**src/hdl/crs16_pkg.sv**
```systemverilog
`timescale 1ns / 1ps
// ----------------------------------------------------------------------------
// crs16_pkg
// Shared widths, register indexes and GF(2^16) arithmetic for the Cauchy
// Reed-Solomon parity update pipeline.
// ----------------------------------------------------------------------------
package crs16_pkg;

  localparam int WORD_W    = 16;
  localparam int CFG_IDX_W = 8;
  localparam int N_STAGES  = 8;

  localparam logic [WORD_W:0]   FIELD_POLY = 17'h1100B;
  localparam logic [WORD_W-1:0] FIELD_MAX  = 16'hFFFF;

  localparam logic [CFG_IDX_W-1:0] CFG_DATA_COUNT = 8'd0;
  localparam logic [CFG_IDX_W-1:0] CFG_REC_COUNT  = 8'd1;

  localparam logic [WORD_W-1:0] DATA_COUNT_RST = 16'd1;
  localparam logic [WORD_W-1:0] REC_COUNT_RST  = 16'd1;

  typedef logic [WORD_W-1:0] word_t;

  // Payload carried down the pipeline
  typedef struct packed {
    word_t a;      // coefficient argument
    word_t x;      // running power of a, product in the last stage
    word_t word;   // data word
    word_t pin;    // running parity, already zeroed for error-free data unit 0
    logic  err;
    logic  last;
  } stg_t;

  // x^k mod the field polynomial; only called with constant k
  function automatic word_t gf_xpow(input int k);
    logic [WORD_W:0] v;
    v = 17'd1;
    for (int i = 0; i < k; i++) begin
      v = {v[WORD_W-1:0], 1'b0};
      if (v[WORD_W]) begin
        v = v ^ FIELD_POLY;
      end
    end
    return v[WORD_W-1:0];
  endfunction

  // Reduce a carry-less product; each high bit folds in independently
  function automatic word_t gf_red(input logic [2*WORD_W-2:0] p);
    word_t r;
    r = p[WORD_W-1:0];
    for (int k = WORD_W; k <= 2*WORD_W-2; k++) begin
      if (p[k]) begin
        r = r ^ gf_xpow(k);
      end
    end
    return r;
  endfunction

  function automatic word_t gf_mul(input word_t a, input word_t b);
    logic [2*WORD_W-2:0] p;
    p = '0;
    for (int i = 0; i < WORD_W; i++) begin
      if (b[i]) begin
        p = p ^ ({{(WORD_W-1){1'b0}}, a} << i);
      end
    end
    return gf_red(p);
  endfunction

  // Squaring is linear: spread the bits, then reduce
  function automatic word_t gf_sq(input word_t a);
    logic [2*WORD_W-2:0] p;
    p = '0;
    for (int i = 0; i < WORD_W; i++) begin
      p[2*i] = a[i];
    end
    return gf_red(p);
  endfunction

  // a^(2^n) for a small constant n
  function automatic word_t gf_sqn(input word_t a, input int n);
    word_t r;
    r = a;
    for (int i = 0; i < n; i++) begin
      r = gf_sq(r);
    end
    return r;
  endfunction

endpackage

```
**src/hdl/crs16_ifs.sv**
```systemverilog
`timescale 1ns / 1ps
// ----------------------------------------------------------------------------
// crs16 channel interfaces
// Valid/ready channels for data words in, parity words out and register
// writes.
// ----------------------------------------------------------------------------
interface crs16_in_if;
  logic                          valid;
  logic                          ready;
  logic [crs16_pkg::WORD_W-1:0]  data_unit;
  logic [crs16_pkg::WORD_W-1:0]  rec_unit;
  logic [crs16_pkg::WORD_W-1:0]  data_word;
  logic [crs16_pkg::WORD_W-1:0]  parity_in;
  logic                          last_word;

  modport source (output valid, data_unit, rec_unit, data_word, parity_in, last_word,
                  input ready);
  modport sink   (input valid, data_unit, rec_unit, data_word, parity_in, last_word,
                  output ready);
endinterface

interface crs16_out_if;
  logic                          valid;
  logic                          ready;
  logic [crs16_pkg::WORD_W-1:0]  parity_out;
  logic                          range_error;
  logic                          last_out;

  modport source (output valid, parity_out, range_error, last_out, input ready);
  modport sink   (input valid, parity_out, range_error, last_out, output ready);
endinterface

interface crs16_cfg_if;
  logic                            valid;
  logic                            ready;
  logic [crs16_pkg::CFG_IDX_W-1:0] idx;
  logic [crs16_pkg::WORD_W-1:0]    wdata;

  modport source (output valid, idx, wdata, input ready);
  modport sink   (input valid, idx, wdata, output ready);
endinterface

```
**src/hdl/cauchy_rs16_parity_update.sv**
```systemverilog
`timescale 1ns / 1ps
// Throughput: one word per cycle while the parity receiver is ready, set by the 8-stage
// pipeline; stages 1..7 each hold one GF(2^16) multiplier (inverse as an a^(2^16-2)
// addition chain, then the product). Stalls compress bubbles stage by stage; a held
// result blocks new input only once all 8 stages hold words. Reset (rst_n low,
// synchronous) empties the pipeline and sets both counts to 1.
// ----------------------------------------------------------------------------
// cauchy_rs16_parity_update
// Cauchy Reed-Solomon parity update over GF(2^16), polynomial 0x1100B.
// ----------------------------------------------------------------------------
module cauchy_rs16_parity_update (
  input  logic        clk,
  input  logic        rst_n,
  crs16_in_if.sink    in_if,
  crs16_out_if.source out_if,
  crs16_cfg_if.sink   cfg_if
);
  import crs16_pkg::*;

  localparam int LAST = N_STAGES - 1;

  word_t data_count_r;
  word_t rec_count_r;

  logic [N_STAGES-1:0] vld_r;
  logic [N_STAGES-1:0] adv;
  stg_t                st_r   [N_STAGES];
  stg_t                st_nxt [N_STAGES];

  logic [WORD_W:0] cnt_sum;
  word_t           arg_sum;
  logic            cfg_bad;
  logic            in_err;
  word_t           prod;

  // Register writes ------------------------------------------------------
  assign cfg_if.ready = 1'b1;

  always_ff @(posedge clk) begin
    if (!rst_n) begin
      data_count_r <= DATA_COUNT_RST;
      rec_count_r  <= REC_COUNT_RST;
    end else if (cfg_if.valid) begin
      unique case (cfg_if.idx)
        CFG_DATA_COUNT: begin
          data_count_r <= cfg_if.wdata;
        end
        CFG_REC_COUNT: begin
          rec_count_r <= cfg_if.wdata;
        end
        default: begin
        end
      endcase
    end
  end

  // Stage advance: a stage moves when empty or when the one after it moves
  always_comb begin
    adv[LAST] = !vld_r[LAST] || out_if.ready;
    for (int k = LAST - 1; k >= 0; k--) begin
      adv[k] = !vld_r[k] || adv[k+1];
    end
  end

  assign in_if.ready = adv[0];

  // Stage 0: range checks and the coefficient argument.
  // Stages 1..6 build a^(2^15-1); stage 7 squares it into the inverse and
  // multiplies by the data word.
  always_comb begin
    cnt_sum = {1'b0, data_count_r} + {1'b0, rec_count_r};
    arg_sum = in_if.rec_unit + data_count_r;
    cfg_bad = (data_count_r == '0) || (rec_count_r == '0) ||
              (cnt_sum > {1'b0, FIELD_MAX});
    in_err  = cfg_bad || (in_if.data_unit >= data_count_r) ||
              (in_if.rec_unit >= rec_count_r);

    st_nxt[0].a    = arg_sum ^ in_if.data_unit;
    st_nxt[0].x    = '0;
    st_nxt[0].word = in_if.data_word;
    st_nxt[0].err  = in_err;
    st_nxt[0].last = in_if.last_word;
    // drop the running word for data unit 0 unless passing through on error
    st_nxt[0].pin  = (!in_err && (in_if.data_unit == '0)) ? '0 : in_if.parity_in;

    for (int k = 1; k < N_STAGES; k++) begin
      st_nxt[k] = st_r[k-1];
    end
    st_nxt[1].x = gf_mul(gf_sq(st_r[0].a), st_r[0].a);          // a^3
    st_nxt[2].x = gf_mul(gf_sq(st_r[1].x), st_r[1].a);          // a^7
    st_nxt[3].x = gf_mul(gf_sqn(st_r[2].x, 3), st_r[2].x);      // a^63
    st_nxt[4].x = gf_mul(gf_sq(st_r[3].x), st_r[3].a);          // a^127
    st_nxt[5].x = gf_mul(gf_sqn(st_r[4].x, 7), st_r[4].x);      // a^(2^14-1)
    st_nxt[6].x = gf_mul(gf_sq(st_r[5].x), st_r[5].a);          // a^(2^15-1)
    prod        = gf_mul(gf_sq(st_r[6].x), st_r[6].word);
    st_nxt[7].x   = prod;
    st_nxt[7].pin = st_r[6].err ? st_r[6].pin : (st_r[6].pin ^ prod);
  end

  // Pipeline registers ---------------------------------------------------
  always_ff @(posedge clk) begin
    if (!rst_n) begin
      vld_r <= '0;
    end else begin
      if (adv[0]) begin
        vld_r[0] <= in_if.valid;
      end
      for (int k = 1; k < N_STAGES; k++) begin
        if (adv[k]) begin
          vld_r[k] <= vld_r[k-1];
        end
      end
    end
  end

  always_ff @(posedge clk) begin
    for (int k = 0; k < N_STAGES; k++) begin
      if (adv[k]) begin
        st_r[k] <= st_nxt[k];
      end
    end
  end

  assign out_if.valid       = vld_r[LAST];
  assign out_if.parity_out  = st_r[LAST].pin;
  assign out_if.range_error = st_r[LAST].err;
  assign out_if.last_out    = st_r[LAST].last;

endmodule

```
**src/flat_wrapper.sv**
```systemverilog
// flat-port wrapper written by rule: the top's interface ports become plain ports
module cauchy_rs16_parity_update_flat import crs16_pkg::*;
  (clk, rst_n, in_if_valid, in_if_data_unit, in_if_rec_unit, in_if_data_word, in_if_parity_in, in_if_last_word, in_if_ready, out_if_valid, out_if_parity_out, out_if_range_error, out_if_last_out, out_if_ready, cfg_if_valid, cfg_if_idx, cfg_if_wdata, cfg_if_ready);
  crs16_in_if in_if_i ();
  crs16_out_if out_if_i ();
  crs16_cfg_if cfg_if_i ();
  input  logic clk;
  input  logic rst_n;
  input wire logic [$bits(in_if_i.valid)-1:0] in_if_valid;
  input wire logic [$bits(in_if_i.data_unit)-1:0] in_if_data_unit;
  input wire logic [$bits(in_if_i.rec_unit)-1:0] in_if_rec_unit;
  input wire logic [$bits(in_if_i.data_word)-1:0] in_if_data_word;
  input wire logic [$bits(in_if_i.parity_in)-1:0] in_if_parity_in;
  input wire logic [$bits(in_if_i.last_word)-1:0] in_if_last_word;
  output wire logic [$bits(in_if_i.ready)-1:0] in_if_ready;
  output wire logic [$bits(out_if_i.valid)-1:0] out_if_valid;
  output wire logic [$bits(out_if_i.parity_out)-1:0] out_if_parity_out;
  output wire logic [$bits(out_if_i.range_error)-1:0] out_if_range_error;
  output wire logic [$bits(out_if_i.last_out)-1:0] out_if_last_out;
  input wire logic [$bits(out_if_i.ready)-1:0] out_if_ready;
  input wire logic [$bits(cfg_if_i.valid)-1:0] cfg_if_valid;
  input wire logic [$bits(cfg_if_i.idx)-1:0] cfg_if_idx;
  input wire logic [$bits(cfg_if_i.wdata)-1:0] cfg_if_wdata;
  output wire logic [$bits(cfg_if_i.ready)-1:0] cfg_if_ready;
  assign in_if_i.valid = in_if_valid;
  assign in_if_i.data_unit = in_if_data_unit;
  assign in_if_i.rec_unit = in_if_rec_unit;
  assign in_if_i.data_word = in_if_data_word;
  assign in_if_i.parity_in = in_if_parity_in;
  assign in_if_i.last_word = in_if_last_word;
  assign in_if_ready = in_if_i.ready;
  assign out_if_valid = out_if_i.valid;
  assign out_if_parity_out = out_if_i.parity_out;
  assign out_if_range_error = out_if_i.range_error;
  assign out_if_last_out = out_if_i.last_out;
  assign out_if_i.ready = out_if_ready;
  assign cfg_if_i.valid = cfg_if_valid;
  assign cfg_if_i.idx = cfg_if_idx;
  assign cfg_if_i.wdata = cfg_if_wdata;
  assign cfg_if_ready = cfg_if_i.ready;
  cauchy_rs16_parity_update u_core (.clk(clk), .rst_n(rst_n), .in_if(in_if_i), .out_if(out_if_i), .cfg_if(cfg_if_i));
endmodule
```
**config.mk**
```make
export PLATFORM = sky130hd
export DESIGN_NAME = cauchy_rs16_parity_update_flat
export DESIGN_NICKNAME = d
export VERILOG_FILES = /design/src/hdl/crs16_pkg.sv /design/src/hdl/crs16_ifs.sv /design/src/hdl/cauchy_rs16_parity_update.sv /design/src/flat_wrapper.sv
export SDC_FILE = /design/constraint.sdc
export NUM_CORES = 2
export LEC_CHECK = 0
export BUFFER_PORTS_ARGS = -buffer_cell sky130_fd_sc_hd__buf_2
export CAP_MARGIN = 20
export CORE_MARGIN = 3
export CORE_UTILIZATION = 45
export DETAILED_ROUTE_END_ITERATION = 16
export HOLD_SLACK_MARGIN = 0.1
export SYNTH_ARGS = -nofsm -noshare
export SYNTH_HDL_FRONTEND = slang
export SYNTH_SLANG_ARGS = --single-unit
```
**constraint.sdc**
```tcl
create_clock -name clk -period 12.3 [get_ports clk]
set_input_delay 0.615 -clock clk [delete_from_list [all_inputs] [get_ports clk]]
set_output_delay 0.615 -clock clk [all_outputs]
set_load 0.1 [all_outputs]
```
* After elaboration in Yosys (flattened, before gate mapping) *
Memories as Yosys holds them, arrays and structs flattened.
Index checks and enable logic that the tools add are counted.

operators by class
  $add $sub $neg = 2
  magnitude comparators = 3
  equality and inequality tests = 1
  muxes and demuxes = 3730
  bitwise gates (word level) = 1907
  reductions and logical operators = 28

operators with widths
  kind              number
  $mux 16           2034
  $mux 13           1575
  $not 4->4         1575
  $xor 16x16->16    212
  $mux 31           105
  $xor 15x16->16    15
  $xor 31x18->31    7
  $xor 31x19->31    7
  $xor 31x20->31    7
  $xor 31x21->31    7
  $xor 31x22->31    7
  $xor 31x23->31    7
  $xor 31x24->31    7
  $xor 31x25->31    7
  $xor 31x26->31    7
  $xor 31x27->31    7
  $xor 31x28->31    7
  $xor 31x29->31    7
  $xor 31x30->31    7
  $xor 31x31->31    7
  $xor 16x17->17    7
  $logic_not 16->1  3
  $ge 16x16->1      2
  $add 16x16->17    1
  9 further kinds   44

storage, ports and cells
  register bits after elaboration = 40
  RAM bits = 528
  output and inout bits = 21
  logic and storage cells = 5682
  memories kept = 1

memories
  name         words  width  read ports  clocked after memory_dff  wr ports  line                             source
  u_core.st_r  8      66     8           0                         8         cauchy_rs16_parity_update.sv:27  stg_t st_r [N_STAGES];

* Longest topological paths before layout *
An unclocked memory read counts as a cell.

  depth after elaboration = 392
  depth in mapped cells = 18
  mapped depth without buffers = 17

* Worst setup path after synthesis *
OpenSTA, ideal clock, no wires.

  kind = register to register
  from = mem u_core.st_r[1][42] (netlist name)
  to = mem u_core.st_r[1][103] (netlist name) (data pin)
  setup time = 0.264 ns
  data arrival time = 4.564 ns
  data required time = 12.036 ns
  slack = 7.472 ns
  stages on the path, launching flop included = 17
  buffers on the path = 1
  clock period less this slack = 4.828 ns
  path through = edfxtp_1 buf_6 xor2_4 xor3_2 xnor3_2 xnor2_2 xnor2_2 xnor3_1 xnor2_2 xnor2_1 nand2_1 xnor2_1 xnor2_1 xnor2_1 xnor2_2 xnor3_1 xnor2_1

RTL lines
  element          line
  start, declared  cauchy_rs16_parity_update.sv:27

==> flow_summary.yaml <==
finish:
  final_layout_size_suffix_gt1_share_pct: 7.46
  layout.nets: 5745
  commonest_cells_after_routing_fill_and_taps_aside: "xnor2_1 (1905), nand2_1 (1654), edfxtp_1 (448)"
  antenna_cells: 0
  synthesis_to_layout_area_growth_pct: 7.90
  final_common_cell: "xnor2_1"
  final_core_utilization_pct: 49.3
critical_path:
  setup.worst_path.end_class: "flop"
  critical-path-top-cell-by-count: "xnor2_1"
  worst_setup_path_start_kind: "flop"
  path_delay_family: "XOR/XNOR gates"
  crit_slowest_cell: "xnor2_2"
  critical-path-max-stage-delay_ns: 0.79
  worst_ep_arrival_time_ns: 6.62
  setup.worst_path.class: "reg2reg"
  critPathRequiredTime_ns: 12.66
  worst-path-buf-inv: 1
  timing.critical_path.fanout_max: 31
  cp_cell_sequence: "buf_4 > xnor2_1 > xor3_2 > xor3_1 > xnor2_2 > xnor3_1 > xnor3_1 > nand2_1 > xnor2_1 > xor2_1 > xor2_1 > xnor2_1 > xnor3_1 > xnor2_1"
routing:
  routed_wire_length_per_instance_um: 18.7
  drc_violations_left: 0
  drtPass1Iterations: 6
  vias: 36200
  totalWireLength_um: 131000
  dr.first_iter.drc_count: 2976
  route.antenna.remaining_nets: 0
  post_drt_via_cell_ratio: 5.15
sta:
  max_slew_violation_count: 0
  post_route_setup_tns_ns: 0
  fmaxAchievable_ghz: 0.160
  final_min_period_over_clock_period_pct: 50.9
  rsz0062_at_grt: "no"
  timing.final.hold_violations: 0
  fin_worst_skew_ns: 0.0497
  max_slew_margin_pct: 18.0
  worst_slew_pin_tran_ns: 1.22
  finalWorstPathRequiredPeriod_ns: 6.26
  setup-violations-final: 0
yosys:
  synth-xor-area-share_pct: 43.8
  largest_family_of_logic_cells_by_synthesized_area: "XOR/XNOR gates"
  synthFlopType: "edfxtp_1"
  synth_cell_types: 62
  muxShareOfSynthArea_pct: 1.24
  syn_area_per_cell_um2: 8.56
  count_of_flip_flops_with_a_built_in_enable_after_synthesis: 448
  synth_simple_gate_area_share_pct: 15.6
  synthesis.instances: 5661
  synth-compound-area-share_pct: 4.45
  yosys_warnings: 0
  post_synth_instance_area_mm2: 0.0485
  synth-adder-area-share_pct: 1.73
  synth.ff_latch_count: 488
  sequential_to_total_area_share_from_yosys_stat_pct: 29.4
  postSynthNetCount: 5820
  async_flop_share_pct: 0
global_route:
  grt_pass1_wl_um: 208000
  number_of_antenna_violations_at_the_first_check_in_global_routing: 1
  grt_overflow: 0
  vias_in_the_first_global_route: 35500
  grt.total_usage_pct: 23.3
  largest_net_degree_at_the_start_of_global_routing: 67
clock_network:
  tritoncts_clock_tree: "yes"
  cell_at_the_root_of_the_clock_tree: "clkbuf_16"
  cts_buffers: 53
  postCtsSetupBuffers: 0
  clk_sinks: 488
  clock_latency_ns: 0.63
  max-clock-path-buffers: 3
  post_cts_hold_buffer_count: 0
  cts_resized: 0
  clock_tree.htree_level_count: 2
  clk_transition_reported_paths_ns: 0.06
place:
  port-buffer-count: 113
  detailed_place_hpwl_um: 88400
  place.gp.congestion: 0.881
die:
  die_h_um: 334
  fp-row-count: 119
  core-area_mm2: 0.106
  floorplan.die_area_mm2: 0.112
  io-pin-count: 115
  die_w_um: 334
  floorplan.initialDensity_pct: 45.7
worst_hold_path:
  min-delay-path-class: "in2reg"
outcome:
  status: "completed"
run:
  max_cap_check_violation_count: 0
==> routing by layer <==
| layer | share of wire (%) | vias up | GRT usage [%] |
|---|---|---|---|
| met5 | 0 | - | 0 |
| met1 | 44 | 17200 | 31.2 |
| met3 | 5.2 | 210 | 1.96 |
| met4 | 3.0 | 0 | 7.59 |
| li1 | - | 17700 | - |
| met2 | 48 | 1090 | 39.8 |
==> final timing paths <==
kind | start | end | slack, ns | depth (start not counted)
hold / removal | in_if_data_word[5] | u_core.st_r[0][23] | 0.16 | 1
setup / recovery | u_core.st_r[1][46] | u_core.st_r[1][103] | 6.04 | 14
setup reg to reg | u_core.st_r[1][46] | u_core.st_r[1][103] | 6.04 | 14
hold reg to reg | u_core.st_r[0][26] | u_core.st_r[0][92] | 0.37 | 0
==> cells by family (layout without fill, tap and decap cells) <==
kind of cell / count (synthesis) / count (layout)
xor+xnor: 2334 / 2334
simple gates: 1912 / 1912
flops: 488 / 488
buf+inv: 463 / 430
compound gates: 340 / 340
fa+ha+maj: 66 / 66
mux: 57 / 57
other cells: 1 / 1
==> final cells by class <==
cell class              count  area, µm²
fillers                  9997      53800
multi-input cells        4710      32500
flip-flops and latches    488      14300
repair buffers            276       1790
well taps                1391       1740
clock buffers              64       1400
clock inverters            33        443
inverters                  57        216
==> metrics by stage <==
step / instances / area [µm²] / hold slack, ns / worst slack, ns
after floorplan: 5661 / 48500 / 0.400 / 7.47
after global placement: 6922 / 50500 / 0.401 / 6.11
after detailed placement: 6922 / 50500 / 0.405 / 6.12
after CTS: 7019 / 52300 / 0.115 / 6.08
after global routing: 7019 / 52300 / 0.128 / 5.79
final: 7019 / 52300 / 0.157 / 6.04
==> cell usage after synthesis (all sizes together), types with 3 or more instances <==
cell	count	area (µm²)
xnor2	1930	17100
nand2	1658	6230
edfxtp	448	13500
xor2	362	3220
clkbuf	324	1220
o21ai	94	470
nor2	93	349
buf	82	417
a21oi	80	400
ha	63	788
nor2b	62	388
a21o	55	413
inv	54	203
mux2i	41	410
dfxtp	40	801
nand2b	36	225
xnor3	35	793
a22oi	33	248
nand3	25	125
a32oi	21	184
mux2	15	169
nor4	14	87.6
o211ai	9	67.6
o22ai	9	56.3
nand4	8	50.1
xor3	7	168
nor3	5	25.0
o21a	5	37.5
o31ai	5	37.5
a211oi	4	30.0
a221oi	4	35.0
and3	4	25.0
o21bai	4	30.0
a32o	3	30.0
and2	3	18.8
clkinv	3	11.3
o221ai	3	26.3
==> flip-flops by register name, summed over array words and instances (netlist names) <==
| register | flops |
|---|---|
| u_core.vld_r | 8 |
| u_core.rec_count_r | 16 |
| u_core.data_count_r | 16 |
| u_core.st_r | 448 |
Power is not shown: default switching activity piles up to over one toggle a cycle in this logic, so the estimate is an artifact.
